==> src/design/odc_pkg.sv <==
// odc_pkg: widths, constants, month table and control structs for the
// ordinal day to calendar date block; no dependencies
package odc_pkg;

   localparam int DaysW = 15;
   localparam int YearW = 14;
   localparam int DoyW  = 9;
   localparam int MonW  = 4;
   localparam int DomW  = 5;
   localparam int ModW  = 5;
   localparam int QuotW = 10;
   localparam int ProdW = 27;

   // floor(y / 25) == (y * 5243) >> 17 holds exactly for every 14-bit y
   localparam logic [12:0] Recip25     = 13'd5243;
   localparam int          RecipShift  = 17;
   localparam logic [ModW-1:0] Mod25Last = 5'd24;

   localparam logic [DoyW-1:0] YearLen     = 9'd365;
   localparam logic [DoyW-1:0] LeapYearLen = 9'd366;
   localparam logic [DomW-1:0] LeapFebLen  = 5'd29;

   localparam logic [MonW-1:0] MonJan    = 4'd0;
   localparam logic [MonW-1:0] MonFeb    = 4'd1;
   localparam logic [MonW-1:0] LastMonth = 4'd11;

   // entries above december are never reached
   localparam logic [DomW-1:0] MonthDays [16] = '{
      5'd31, 5'd28, 5'd31, 5'd30, 5'd31, 5'd30, 5'd31, 5'd31,
      5'd30, 5'd31, 5'd30, 5'd31, 5'd31, 5'd31, 5'd31, 5'd31
   };

   typedef struct packed {
      logic load;
      logic mod_quot;
      logic mod_rem;
      logic year_step;
      logic month_init;
      logic month_step;
      logic emit;
   } dp_cmd_type;

   typedef struct packed {
      logic year_more;
      logic month_more;
      logic out_free;
   } dp_status_type;

   function automatic logic [DomW-1:0] month_len(input logic [MonW-1:0] mon,
                                                 input logic leap);
      logic [DomW-1:0] len;
      len = MonthDays[mon];
      if (leap && (mon == MonFeb)) begin
         len = LeapFebLen;
      end
      return len;
   endfunction

endpackage

==> src/design/odc_if.sv <==
// odc request and response channel interfaces (valid/ready plus payload)
// depends on odc_pkg for field widths
interface odc_req_if;
   import odc_pkg::*;
   logic             valid;
   logic             ready;
   logic [DaysW-1:0] total_days;
   logic [YearW-1:0] start_year;

   modport source (output valid, output total_days, output start_year, input ready);
   modport sink   (input valid, input total_days, input start_year, output ready);
endinterface

interface odc_rsp_if;
   import odc_pkg::*;
   logic             valid;
   logic             ready;
   logic [YearW-1:0] norm_year;
   logic [DoyW-1:0]  day_of_year;
   logic [MonW-1:0]  month_num;
   logic [DomW-1:0]  day_of_month;
   logic             leap_flag;

   modport source (output valid, output norm_year, output day_of_year, output month_num,
                   output day_of_month, output leap_flag, input ready);
   modport sink   (input valid, input norm_year, input day_of_year, input month_num,
                   input day_of_month, input leap_flag, output ready);
endinterface

==> src/design/odc_ctrl.sv <==
// odc_ctrl: sequencing state machine for the date conversion
// depends on odc_pkg (command and status structs)
module odc_ctrl (
   input  logic                   clock,
   input  logic                   reset,
   input  logic                   req_valid,
   output logic                   req_ready,
   output odc_pkg::dp_cmd_type    cmd,
   input  odc_pkg::dp_status_type status
);
   import odc_pkg::*;

   localparam logic [2:0] StIdle  = 3'd0;
   localparam logic [2:0] StQuot  = 3'd1;
   localparam logic [2:0] StRem   = 3'd2;
   localparam logic [2:0] StYear  = 3'd3;
   localparam logic [2:0] StMonth = 3'd4;
   localparam logic [2:0] StDone  = 3'd5;

   logic [2:0] state_ff, state_in;

   always_comb begin
      state_in = state_ff;
      cmd      = '0;
      case (state_ff)
         StIdle: begin
            if (req_valid) begin
               cmd.load = 1'b1;
               state_in = StQuot;
            end
         end
         StQuot: begin
            cmd.mod_quot = 1'b1;
            state_in     = StRem;
         end
         StRem: begin
            cmd.mod_rem = 1'b1;
            state_in    = StYear;
         end
         StYear: begin
            if (status.year_more) begin
               cmd.year_step = 1'b1;
            end else begin
               cmd.month_init = 1'b1;
               state_in       = StMonth;
            end
         end
         StMonth: begin
            if (status.month_more) begin
               cmd.month_step = 1'b1;
            end else begin
               state_in = StDone;
            end
         end
         StDone: begin
            if (status.out_free) begin
               cmd.emit = 1'b1;
               state_in = StIdle;
            end
         end
         default: begin
            state_in = StIdle;
         end
      endcase
   end

   assign req_ready = (state_ff == StIdle);

   always_ff @(posedge clock) begin
      if (reset) begin
         state_ff <= StIdle;
      end else begin
         state_ff <= state_in;
      end
   end

   a_emit_needs_free: assert property (@(posedge clock) disable iff (reset)
      cmd.emit |-> status.out_free)
      else $error("result written while output register still full");

   a_load_then_quot: assert property (@(posedge clock) disable iff (reset)
      cmd.load |=> cmd.mod_quot)
      else $error("modulo setup did not follow a load");

   a_month_after_year: assert property (@(posedge clock) disable iff (reset)
      cmd.month_init |=> (state_ff == StMonth))
      else $error("month phase not entered after year phase");

endmodule

==> src/design/odc_dp.sv <==
// odc_dp: year carry and month split datapath with output register
// depends on odc_pkg (widths, month table, command and status structs)
module odc_dp (
   input  logic                          clock,
   input  logic                          reset,
   input  odc_pkg::dp_cmd_type           cmd,
   output odc_pkg::dp_status_type        status,
   input  logic [odc_pkg::DaysW-1:0]     total_days,
   input  logic [odc_pkg::YearW-1:0]     start_year,
   output logic                          out_valid,
   input  logic                          out_ready,
   output logic [odc_pkg::YearW-1:0]     norm_year,
   output logic [odc_pkg::DoyW-1:0]      day_of_year,
   output logic [odc_pkg::MonW-1:0]      month_num,
   output logic [odc_pkg::DomW-1:0]      day_of_month,
   output logic                          leap_flag
);
   import odc_pkg::*;

   logic [YearW-1:0] year_ff, year_in;
   logic [DaysW-1:0] count_ff, count_in;
   logic [QuotW-1:0] quot_ff, quot_in;
   logic [ModW-1:0]  m25_ff, m25_in;
   logic [MonW-1:0]  mon_ff, mon_in;
   logic [DoyW-1:0]  rem_ff, rem_in;

   logic [YearW-1:0] oyear_ff;
   logic [DoyW-1:0]  odoy_ff;
   logic [MonW-1:0]  omon_ff;
   logic [DomW-1:0]  odom_ff;
   logic             oleap_ff;
   logic             ovalid_ff, ovalid_in;

   logic [ProdW-1:0] prod;
   logic [YearW-1:0] quot_x25;
   logic             leap;
   logic [DoyW-1:0]  ylen;
   logic [DomW-1:0]  mlen;
   logic [YearW-1:0] year_inc;

   // leap: divisible by 4, and not by 100 unless by 400 (100 = 4*25, 400 = 16*25)
   assign leap = (year_ff[1:0] == 2'd0) && ((m25_ff != '0) || (year_ff[3:0] == 4'd0));
   assign ylen = leap ? LeapYearLen : YearLen;
   assign mlen = month_len(mon_ff, leap);
   assign year_inc = year_ff + 1'b1;

   assign prod     = ProdW'(year_ff) * ProdW'(Recip25);
   assign quot_x25 = YearW'({quot_ff, 4'b0} + {1'b0, quot_ff, 3'b0} + {4'b0, quot_ff});

   always_comb begin
      year_in  = year_ff;
      count_in = count_ff;
      quot_in  = quot_ff;
      m25_in   = m25_ff;
      mon_in   = mon_ff;
      rem_in   = rem_ff;
      if (cmd.load) begin
         year_in  = start_year;
         count_in = total_days;
      end
      if (cmd.mod_quot) begin
         quot_in = prod[RecipShift +: QuotW];
      end
      if (cmd.mod_rem) begin
         m25_in = ModW'(year_ff - quot_x25);
      end
      if (cmd.year_step) begin
         count_in = count_ff - DaysW'(ylen);
         year_in  = year_inc;
         // year counter wraps to 0, which is a multiple of 25
         if ((year_inc == '0) || (m25_ff == Mod25Last)) begin
            m25_in = '0;
         end else begin
            m25_in = m25_ff + 1'b1;
         end
      end
      if (cmd.month_init) begin
         rem_in = count_ff[DoyW-1:0];
         mon_in = MonJan;
      end
      if (cmd.month_step) begin
         rem_in = rem_ff - DoyW'(mlen);
         mon_in = mon_ff + 1'b1;
      end
   end

   assign status.year_more  = (count_ff > DaysW'(ylen));
   assign status.month_more = (rem_ff > DoyW'(mlen)) && (mon_ff != LastMonth);
   assign status.out_free   = !ovalid_ff || out_ready;

   always_comb begin
      ovalid_in = ovalid_ff;
      if (cmd.emit) begin
         ovalid_in = 1'b1;
      end else if (out_ready) begin
         ovalid_in = 1'b0;
      end
   end

   always_ff @(posedge clock) begin
      year_ff  <= year_in;
      count_ff <= count_in;
      quot_ff  <= quot_in;
      m25_ff   <= m25_in;
      mon_ff   <= mon_in;
      rem_ff   <= rem_in;
      if (cmd.emit) begin
         oyear_ff <= year_ff;
         odoy_ff  <= count_ff[DoyW-1:0];
         omon_ff  <= mon_ff + 1'b1;
         odom_ff  <= rem_ff[DomW-1:0];
         oleap_ff <= leap;
      end
   end

   always_ff @(posedge clock) begin
      if (reset) begin
         ovalid_ff <= 1'b0;
      end else begin
         ovalid_ff <= ovalid_in;
      end
   end

   assign out_valid    = ovalid_ff;
   assign norm_year    = oyear_ff;
   assign day_of_year  = odoy_ff;
   assign month_num    = omon_ff;
   assign day_of_month = odom_ff;
   assign leap_flag    = oleap_ff;

   a_mod25_range: assert property (@(posedge clock) disable iff (reset)
      cmd.year_step |-> (m25_ff <= Mod25Last))
      else $error("year residue mod 25 out of range");

   a_year_step_count: assert property (@(posedge clock) disable iff (reset)
      cmd.year_step |-> (count_ff > DaysW'(YearLen)))
      else $error("year carried with count below a year length");

   a_month_step_range: assert property (@(posedge clock) disable iff (reset)
      cmd.month_step |-> (mon_ff < LastMonth))
      else $error("month step past december");

   a_emit_sets_valid: assert property (@(posedge clock) disable iff (reset)
      cmd.emit |=> ovalid_ff)
      else $error("output valid not set after result capture");

endmodule

==> src/design/ordinal_day_to_calendar_date.sv <==
// ordinal_day_to_calendar_date: top level of the day count to date converter
// depends on odc_pkg, odc_if, odc_ctrl and odc_dp
//
// usage
//  - req channel (valid/ready) carries one word: total_days (one-based count)
//    and start_year; the word is taken when valid and ready are both high
//  - rsp channel (valid/ready) returns one word per request: norm_year,
//    day_of_year, month_num, day_of_month and leap_flag
//  - the time from acceptance to rsp valid grows with Y, the number of whole
//    years carried out of the count (at most 89 for a 15-bit count), and with
//    M, the month index (0 to 11)
//  - the year loop carries one year per cycle through one subtract and
//    compare, and the month loop takes one month per cycle, which sets the rate
//  - the quot and rem steps find start_year mod 25 with a reciprocal multiply; the
//    residue then follows the year counter and drives the leap test
//  - one item is worked on at a time, so a new word is not taken until the
//    previous one is done; the next word is accepted as soon as the previous
//    result has moved into the output register
//  - if the receiver stalls, the result stays in the output register, and a
//    finished item waits until that register frees up
//  - synchronous active-high reset empties the output register and returns
//    the sequencer to idle; no other state survives between words
module ordinal_day_to_calendar_date (
   input  logic      clock,
   input  logic      reset,
   odc_req_if.sink   req,
   odc_rsp_if.source rsp
);
   import odc_pkg::*;

   dp_cmd_type    cmd;
   dp_status_type status;

   // sequencer: owns the request handshake
   odc_ctrl u_ctrl (
      .clock     (clock),
      .reset     (reset),
      .req_valid (req.valid),
      .req_ready (req.ready),
      .cmd       (cmd),
      .status    (status)
   );

   // datapath: year carry, month split and the response register
   odc_dp u_dp (
      .clock        (clock),
      .reset        (reset),
      .cmd          (cmd),
      .status       (status),
      .total_days   (req.total_days),
      .start_year   (req.start_year),
      .out_valid    (rsp.valid),
      .out_ready    (rsp.ready),
      .norm_year    (rsp.norm_year),
      .day_of_year  (rsp.day_of_year),
      .month_num    (rsp.month_num),
      .day_of_month (rsp.day_of_month),
      .leap_flag    (rsp.leap_flag)
   );

endmodule

==> src/flat_wrapper.sv <==
// flat-port wrapper written by rule: the top's interface ports become plain ports
module ordinal_day_to_calendar_date_flat import odc_pkg::*;
  (clock, reset, req_valid, req_total_days, req_start_year, req_ready, rsp_valid, rsp_norm_year, rsp_day_of_year, rsp_month_num, rsp_day_of_month, rsp_leap_flag, rsp_ready);
  odc_req_if req_i ();
  odc_rsp_if rsp_i ();
  input  logic clock;
  input  logic reset;
  input wire logic [$bits(req_i.valid)-1:0] req_valid;
  input wire logic [$bits(req_i.total_days)-1:0] req_total_days;
  input wire logic [$bits(req_i.start_year)-1:0] req_start_year;
  output wire logic [$bits(req_i.ready)-1:0] req_ready;
  output wire logic [$bits(rsp_i.valid)-1:0] rsp_valid;
  output wire logic [$bits(rsp_i.norm_year)-1:0] rsp_norm_year;
  output wire logic [$bits(rsp_i.day_of_year)-1:0] rsp_day_of_year;
  output wire logic [$bits(rsp_i.month_num)-1:0] rsp_month_num;
  output wire logic [$bits(rsp_i.day_of_month)-1:0] rsp_day_of_month;
  output wire logic [$bits(rsp_i.leap_flag)-1:0] rsp_leap_flag;
  input wire logic [$bits(rsp_i.ready)-1:0] rsp_ready;
  assign req_i.valid = req_valid;
  assign req_i.total_days = req_total_days;
  assign req_i.start_year = req_start_year;
  assign req_ready = req_i.ready;
  assign rsp_valid = rsp_i.valid;
  assign rsp_norm_year = rsp_i.norm_year;
  assign rsp_day_of_year = rsp_i.day_of_year;
  assign rsp_month_num = rsp_i.month_num;
  assign rsp_day_of_month = rsp_i.day_of_month;
  assign rsp_leap_flag = rsp_i.leap_flag;
  assign rsp_i.ready = rsp_ready;
  ordinal_day_to_calendar_date u_core (.clock(clock), .reset(reset), .req(req_i), .rsp(rsp_i));
endmodule
==> config.mk <==
export PLATFORM = sky130hd
export DESIGN_NAME = ordinal_day_to_calendar_date_flat
export DESIGN_NICKNAME = d
export VERILOG_FILES = /design/src/design/odc_pkg.sv /design/src/design/odc_if.sv /design/src/design/odc_ctrl.sv /design/src/design/odc_dp.sv /design/src/design/ordinal_day_to_calendar_date.sv /design/src/flat_wrapper.sv
export SDC_FILE = /design/constraint.sdc
export NUM_CORES = 1
export LEC_CHECK = 0
export ABC_CLOCK_PERIOD_IN_PS = 11700
export BUFFER_PORTS_ARGS = -buffer_cell sky130_fd_sc_hd__clkbuf_2
export CAP_MARGIN = 20
export CELL_PAD_IN_SITES_DETAIL_PLACEMENT = 1
export CELL_PAD_IN_SITES_GLOBAL_PLACEMENT = 1
export CORE_MARGIN = 3
export CORE_UTILIZATION = 53
export DETAILED_ROUTE_END_ITERATION = 8
export PLACE_DENSITY = 0.85
export SYNTH_ARGS = -nofsm -noshare
export SYNTH_HDL_FRONTEND = slang
export SYNTH_HIERARCHICAL = 1
export SYNTH_SLANG_ARGS = --single-unit
==> constraint.sdc <==
create_clock -name clock -period 11.7 [get_ports clock]
set_input_delay 2.34 -clock clock [delete_from_list [all_inputs] [get_ports clock]]
set_output_delay 2.34 -clock clock [all_outputs]
set_load 0.01 [all_outputs]
# == Word-level counts from Yosys, hierarchy flattened ==
# Memory sizes are Yosys's and may differ from the RTL's.
# Index checks and enable logic that the tools add are counted.
# Widths: inputs -> output; s select.
# totals
regBits,89
romBits,80
output_inout_bits,35
word_cells,89
memories,1
# op_classes
n_addsub,8
n_mul,1
order_cmp,3
n_eq_ne,12
mux,33
bitwise,1
n_reduce_logical,17
# mem_list
name,depth,word_bits,rd,rd_clocked_by_memory_dff,write_ports,line,text
(name not given),16,5,1,0,0,odc_pkg.sv:52,len = MonthDays[mon];
# ops
op,count
$mux 15,2
$mux 5,6
$mux 14,2
$mul 14x13->22 const B,1
$mux 9,2
$pmux 3 s6,1
$gt 15x9->1,1
$sub 15x9->15,1
$add 14x1->14 const B,1
$logic_not 14->1,1
$mux 1,12
$mux 3,4
$add 5x5->5,2
$gt 9x5->1,1
$sub 9x5->9,1
$mux 4,2
$reduce_bool 2->1,4
$eq 3x2->1 const B,2
$eq 3x3->1 const B,2
$ne 2x2->1 const B,3
$add 5x1->5 const B,1
$eq 5x5->1 const B,1
$ge 5x5->1 const B,1
$not 4->5,1
other kinds (15),20

# == Logic depth before layout (Yosys ltp) ==
# depth
word_depth,10
mapped_depth,17

# == By module ==
# Netlist, hierarchy kept.
# by_module_without_submodules
module,n_inst,cells_each,area_each_um2,seq_area_each_um2
odc_dp,1,659,7424.6,2572.5
odc_ctrl,1,28,229.0,60.1

# == Worst setup path after synthesis ==
# Ideal clock, no wire load.
# synth_timing
path_kind,flip-flop to flip-flop
start,reg u_core.u_dp.year_ff[11]
end,reg u_core.u_dp.quot_ff[4] (data pin)
setup_ns,0.180
t_arrival_ns,4.622
required_ns,11.520
setup_slack_ns,6.898
stages_incl_launch_ff,17
synth_period_minus_slack_ns,4.802
cell_sequence,edfxtp_1 fa_1 ha_1 inv_1 fa_1 inv_1 fa_1 inv_1 fa_1 inv_1 ha_1 and3_1 a221o_1 a21oi_2 a21oi_1 or4_1 o311ai_1
# synth_between
elab_chain_len,1
# synth_lines
item,line,text
start: declaration,odc_dp.sv:20,"logic [YearW-1:0] year_ff, year_in;"
start signal: assignment,odc_dp.sv:101,year_ff <= year_in;
$mul 14x13->22,odc_dp.sv:47,assign prod = ProdW'(year_ff) * ProdW'(Recip25);
named net u_core.u_dp.prod[21],odc_dp.sv:34,logic [ProdW-1:0] prod;
end signal: assignment,odc_dp.sv:103,quot_ff <= quot_in;
end: declaration,odc_dp.sv:22,"logic [QuotW-1:0] quot_ff, quot_in;"
# The timed path passes the listed nets, and every way through them passes these cells.
# A chain may end at the register's enable or synchronous reset.

==> results.md <==
* Status: completed
* TritonCTS clock tree: yes
* First-pass GRT wire length at 32900 microns
* Post-synth top area cell: sky130_fd_sc_hd__edfxtp_1
* Distinct cell type count after synthesis at 60
* Setup ws final at 6.46 ns
* Number of slew-limit violations in the final report at 0
* Total Power Consumption at 1.95 mW
* Met3 capacity usage during global routing at 0.0450
* Leading cell types by total area after synthesis: sky130_fd_sc_hd__edfxtp_1, sky130_fd_sc_hd__fa_1, sky130_fd_sc_hd__ha_1
* Number of nets produced by synthesis at 889
* Width of the die at 126 microns
* Count of port buffers added during placement at 67
* Max-cap violations at 0
* Cell Area, Synth at 0.00765 sq mm
* Start-to-end type of the worst setup path: flop to flop
* Fin util at 0.609
* Clock slew at the register clock pins of the worst setup and hold paths at 0.07 ns
* Setup skew after layout at 0.0118 ns
* Via density per instance at 5.61
* Synth-to-layout area growth at 11.3%
* Number of synthesized flops with an enable pin at 85
* Final cell area excluding filler cells at 0.00852 sq mm
* Met2 Resource Use GR at 0.468
* P per Cell Area at 229 mW/mm^2
* RePlAce Congestion at 0.921
* Worst path most repeated cell: sky130_fd_sc_hd__ha_1
* Clock root buffer master: sky130_fd_sc_hd__clkbuf_16
* Met1 capacity usage during global routing at 0.352
* Largest net degree at the start of global routing at 54
* Wire per inst at 21.8 microns
* Synthesized netlist cell count at 687
* Post-CTS Setup Repair Bufs at 0
* Vias in the first global route at 5898
* Layout Cells excl Fill at 943
* Max-slew headroom at 0.323
* Routing layer with the top usage in global route: met2
* Bufs and invs on worst path at 2
* Area of the die at 0.0159 sq mm
* Ys async rst share at 0
* Post-cts sizing count at 0
* Crit path max-delay cell type: sky130_fd_sc_hd__and3_2
* Placeable core region at 0.0140 sq mm
* Detailed placement HPWL at 15500 microns
* DRC marker count from the first detailed-route iteration at 475
* Final ANT Viol Nets at 0
* CP delay by family, top: simple AND/OR/NAND/NOR gates
* Part of the cycle the worst path needs at 0.448
* I/O pin count at 68
* Series of cell instances along the critical path: inv_1 -> ha_1 -> o41ai_1 -> buf_4 -> ha_1 -> nor2b_1 -> o21bai_1 -> a21oi_1 -> o21ai_0 -> nand2b_1 -> a211o_1 -> and3_2 -> or2_2
* Diodes inserted at 0
* Mean Syn Cell Area at 11.1 sq um
* WP data required at 11.69 ns
* GRT overflow at 0
* Critical path capture point type: flop
* Share of cells above drive strength 1 at 0.149
* Number of detailed-routing iterations run before antenna repair at 5
* # H-tree levels at 3
* Peak per-stage delay on the critical path at 0.89 ns
* Class of the tightest hold or removal check: flop to flop
* Max frequency at 0.191 GHz
* Synth Register Bits at 89
* Clock insertion delay at the later pin of the skew report at 0.36 ns
* DRC violation count after routing at 0
* Critical Path Source Type: flop
* Pre-CTS setup slack at 6.48 ns
* Setup repair after global routing missed its margin: false
* Setup TNS at 0 ns
* Starting density of the core at 0.547
* Setup-violating endpoint count in the final report at 0
* CTS buffer count at 9
* Layout Nets at 960
* Seq/Total Area, Yosys at 0.344
* CTS Hold Bufs at 0
* Top FF cell, synth: sky130_fd_sc_hd__edfxtp_1
* Post-placement cell count at 926
* Worst EP arrival at 5.23 ns
* Maximum fanout encountered on the critical timing path at 53
* Largest vdd supply drop at 0.145 mV
* Clock sink count at 89
* Final worst hold slack at 0.498 ns
* Period minus WS final at 5.24 ns
* Number of hold-slack violations in the final timing report at 0
* Cell area after placement at 0.00819 sq mm
* Vias post-DR at 5291
* Lkg Pwr at 3.94 nW
* Maximum root-to-sink buffer count at 2
* Count of warnings emitted by yosys at 6
* Routed wire length at 20500 microns
* Chip Height at 126 microns
* Area share of the leading cell type in the synthesized netlist at 0.333
* GR Util All Layers at 0.270
* Worst slew pin tran at 1.01 ns
* Cell row count at 43
* Antenna violations before repair at 1
flip-flops by register name (all words and copies together) (netlist names), 5 cells and up:
name and flops:
u_core/u_dp/m25_ff 5, u_core/u_dp/rem_ff 9, u_core/u_dp/norm_year 14, u_core/u_dp/quot_ff 5, u_core/u_dp/day_of_year 9, u_core/u_dp/day_of_month 5
u_core/u_dp/count_ff 15, u_core/u_dp/year_ff 14
cells in the mapped netlist (all sizes together), types with 3 or more instances:
master  instances
inv           143
ha            104
edfxtp         85
fa             65
nor2           43
xnor2          38
a21oi          37
nand2          21
xor2           17
nand2b         10
nand3          10
clkbuf          9
mux2            9
a21o            7
o21ai           7
nor3            6
and3            5
nor2b           5
o32ai           5
and2            4
dfxtp           4
nand4           4
or2             4
or3             4
a31oi           3
and4            3
nor3b           3
nor4            3
cells by family (layout without fill, tap and decap cells):
group,count (synthesis),count (layout),synth area share
adder cells (fa/ha/maj),169,169,0.340
buffers and inverters,154,230,0.0775
AND/OR/NAND/NOR,132,132,0.0927
flip-flops,89,89,0.344
AO/OA/AOI/OAI,77,77,0.0651
XOR/XNOR,55,55,0.0649
multiplexers,11,11,0.0159
final timing paths:
path                                    start                                    end  slack (ns)  cells past startpoint
min reg2reg   u_core/u_dp/rem_ff[0]$_DFFE_PP_  u_core/u_dp/day_of_month[0]$_DFFE_PP_        0.50                      0
max          u_core/u_dp/year_ff[3]$_DFFE_PP_       u_core/u_dp/year_ff[3]$_DFFE_PP_        6.46                     13
max reg2reg  u_core/u_dp/year_ff[3]$_DFFE_PP_       u_core/u_dp/year_ff[3]$_DFFE_PP_        6.46                     13
min           u_core/u_dp/rem_ff[0]$_DFFE_PP_  u_core/u_dp/day_of_month[0]$_DFFE_PP_        0.50                      0
layer usage:
layer	part of all wire	up-vias
li1	-	2414
met1	0.42	2670
met2	0.51	164
met3	0.045	41
met4	0.027	2
met5	0.00063	-
placed cells by master, fill, tap and decap left out, types with 3 or more instances in the layout:
cell,count
sky130_fd_sc_hd__a21o_1,7
sky130_fd_sc_hd__a21oi_1,36
sky130_fd_sc_hd__a31oi_1,3
sky130_fd_sc_hd__and2_1,4
sky130_fd_sc_hd__and3_1,3
sky130_fd_sc_hd__buf_4,3
sky130_fd_sc_hd__clkbuf_16,9
sky130_fd_sc_hd__clkbuf_2,67
sky130_fd_sc_hd__dfxtp_1,4
sky130_fd_sc_hd__edfxtp_1,85
sky130_fd_sc_hd__fa_1,65
sky130_fd_sc_hd__ha_1,104
sky130_fd_sc_hd__inv_1,143
sky130_fd_sc_hd__mux2_2,9
sky130_fd_sc_hd__nand2_1,20
sky130_fd_sc_hd__nand2b_1,10
sky130_fd_sc_hd__nand3_1,10
sky130_fd_sc_hd__nand4_1,3
sky130_fd_sc_hd__nor2_1,42
sky130_fd_sc_hd__nor2b_1,4
sky130_fd_sc_hd__nor3_1,6
sky130_fd_sc_hd__nor3b_1,3
sky130_fd_sc_hd__o21ai_0,6
sky130_fd_sc_hd__o32ai_1,5
sky130_fd_sc_hd__or2_2,4
sky130_fd_sc_hd__or3_1,4
sky130_fd_sc_hd__xnor2_1,36
sky130_fd_sc_hd__xor2_1,17
where the power goes:
group          internal, mW  switching, mW  leakage, nW
registers             0.418         0.0398        0.806
clock network         0.170          0.143        0.146
logic                 0.510          0.669         2.99
total                  1.10          0.852         3.94
worst reg2reg max path, delay by kind of cell (launching register included):
family | cells | cell delay [ns]
AO/OA/AOI/OAI | 5 | 1.33
adder cells (fa/ha/maj) | 2 | 0.42
buffers and inverters | 2 | 0.52
flip-flops | 1 | 0.63
AND/OR/NAND/NOR | 4 | 1.97
layout make-up:
class	instances	area, sq um
inverter	143	537
multi-input combinational	444	4440
clock inverter	7	85.1
tap	180	225
sequential	89	2630
fill	1494	5470
timing repair buffer	71	378
clock buffer	9	225
Note: power is estimated with default switching activity, not from simulation.
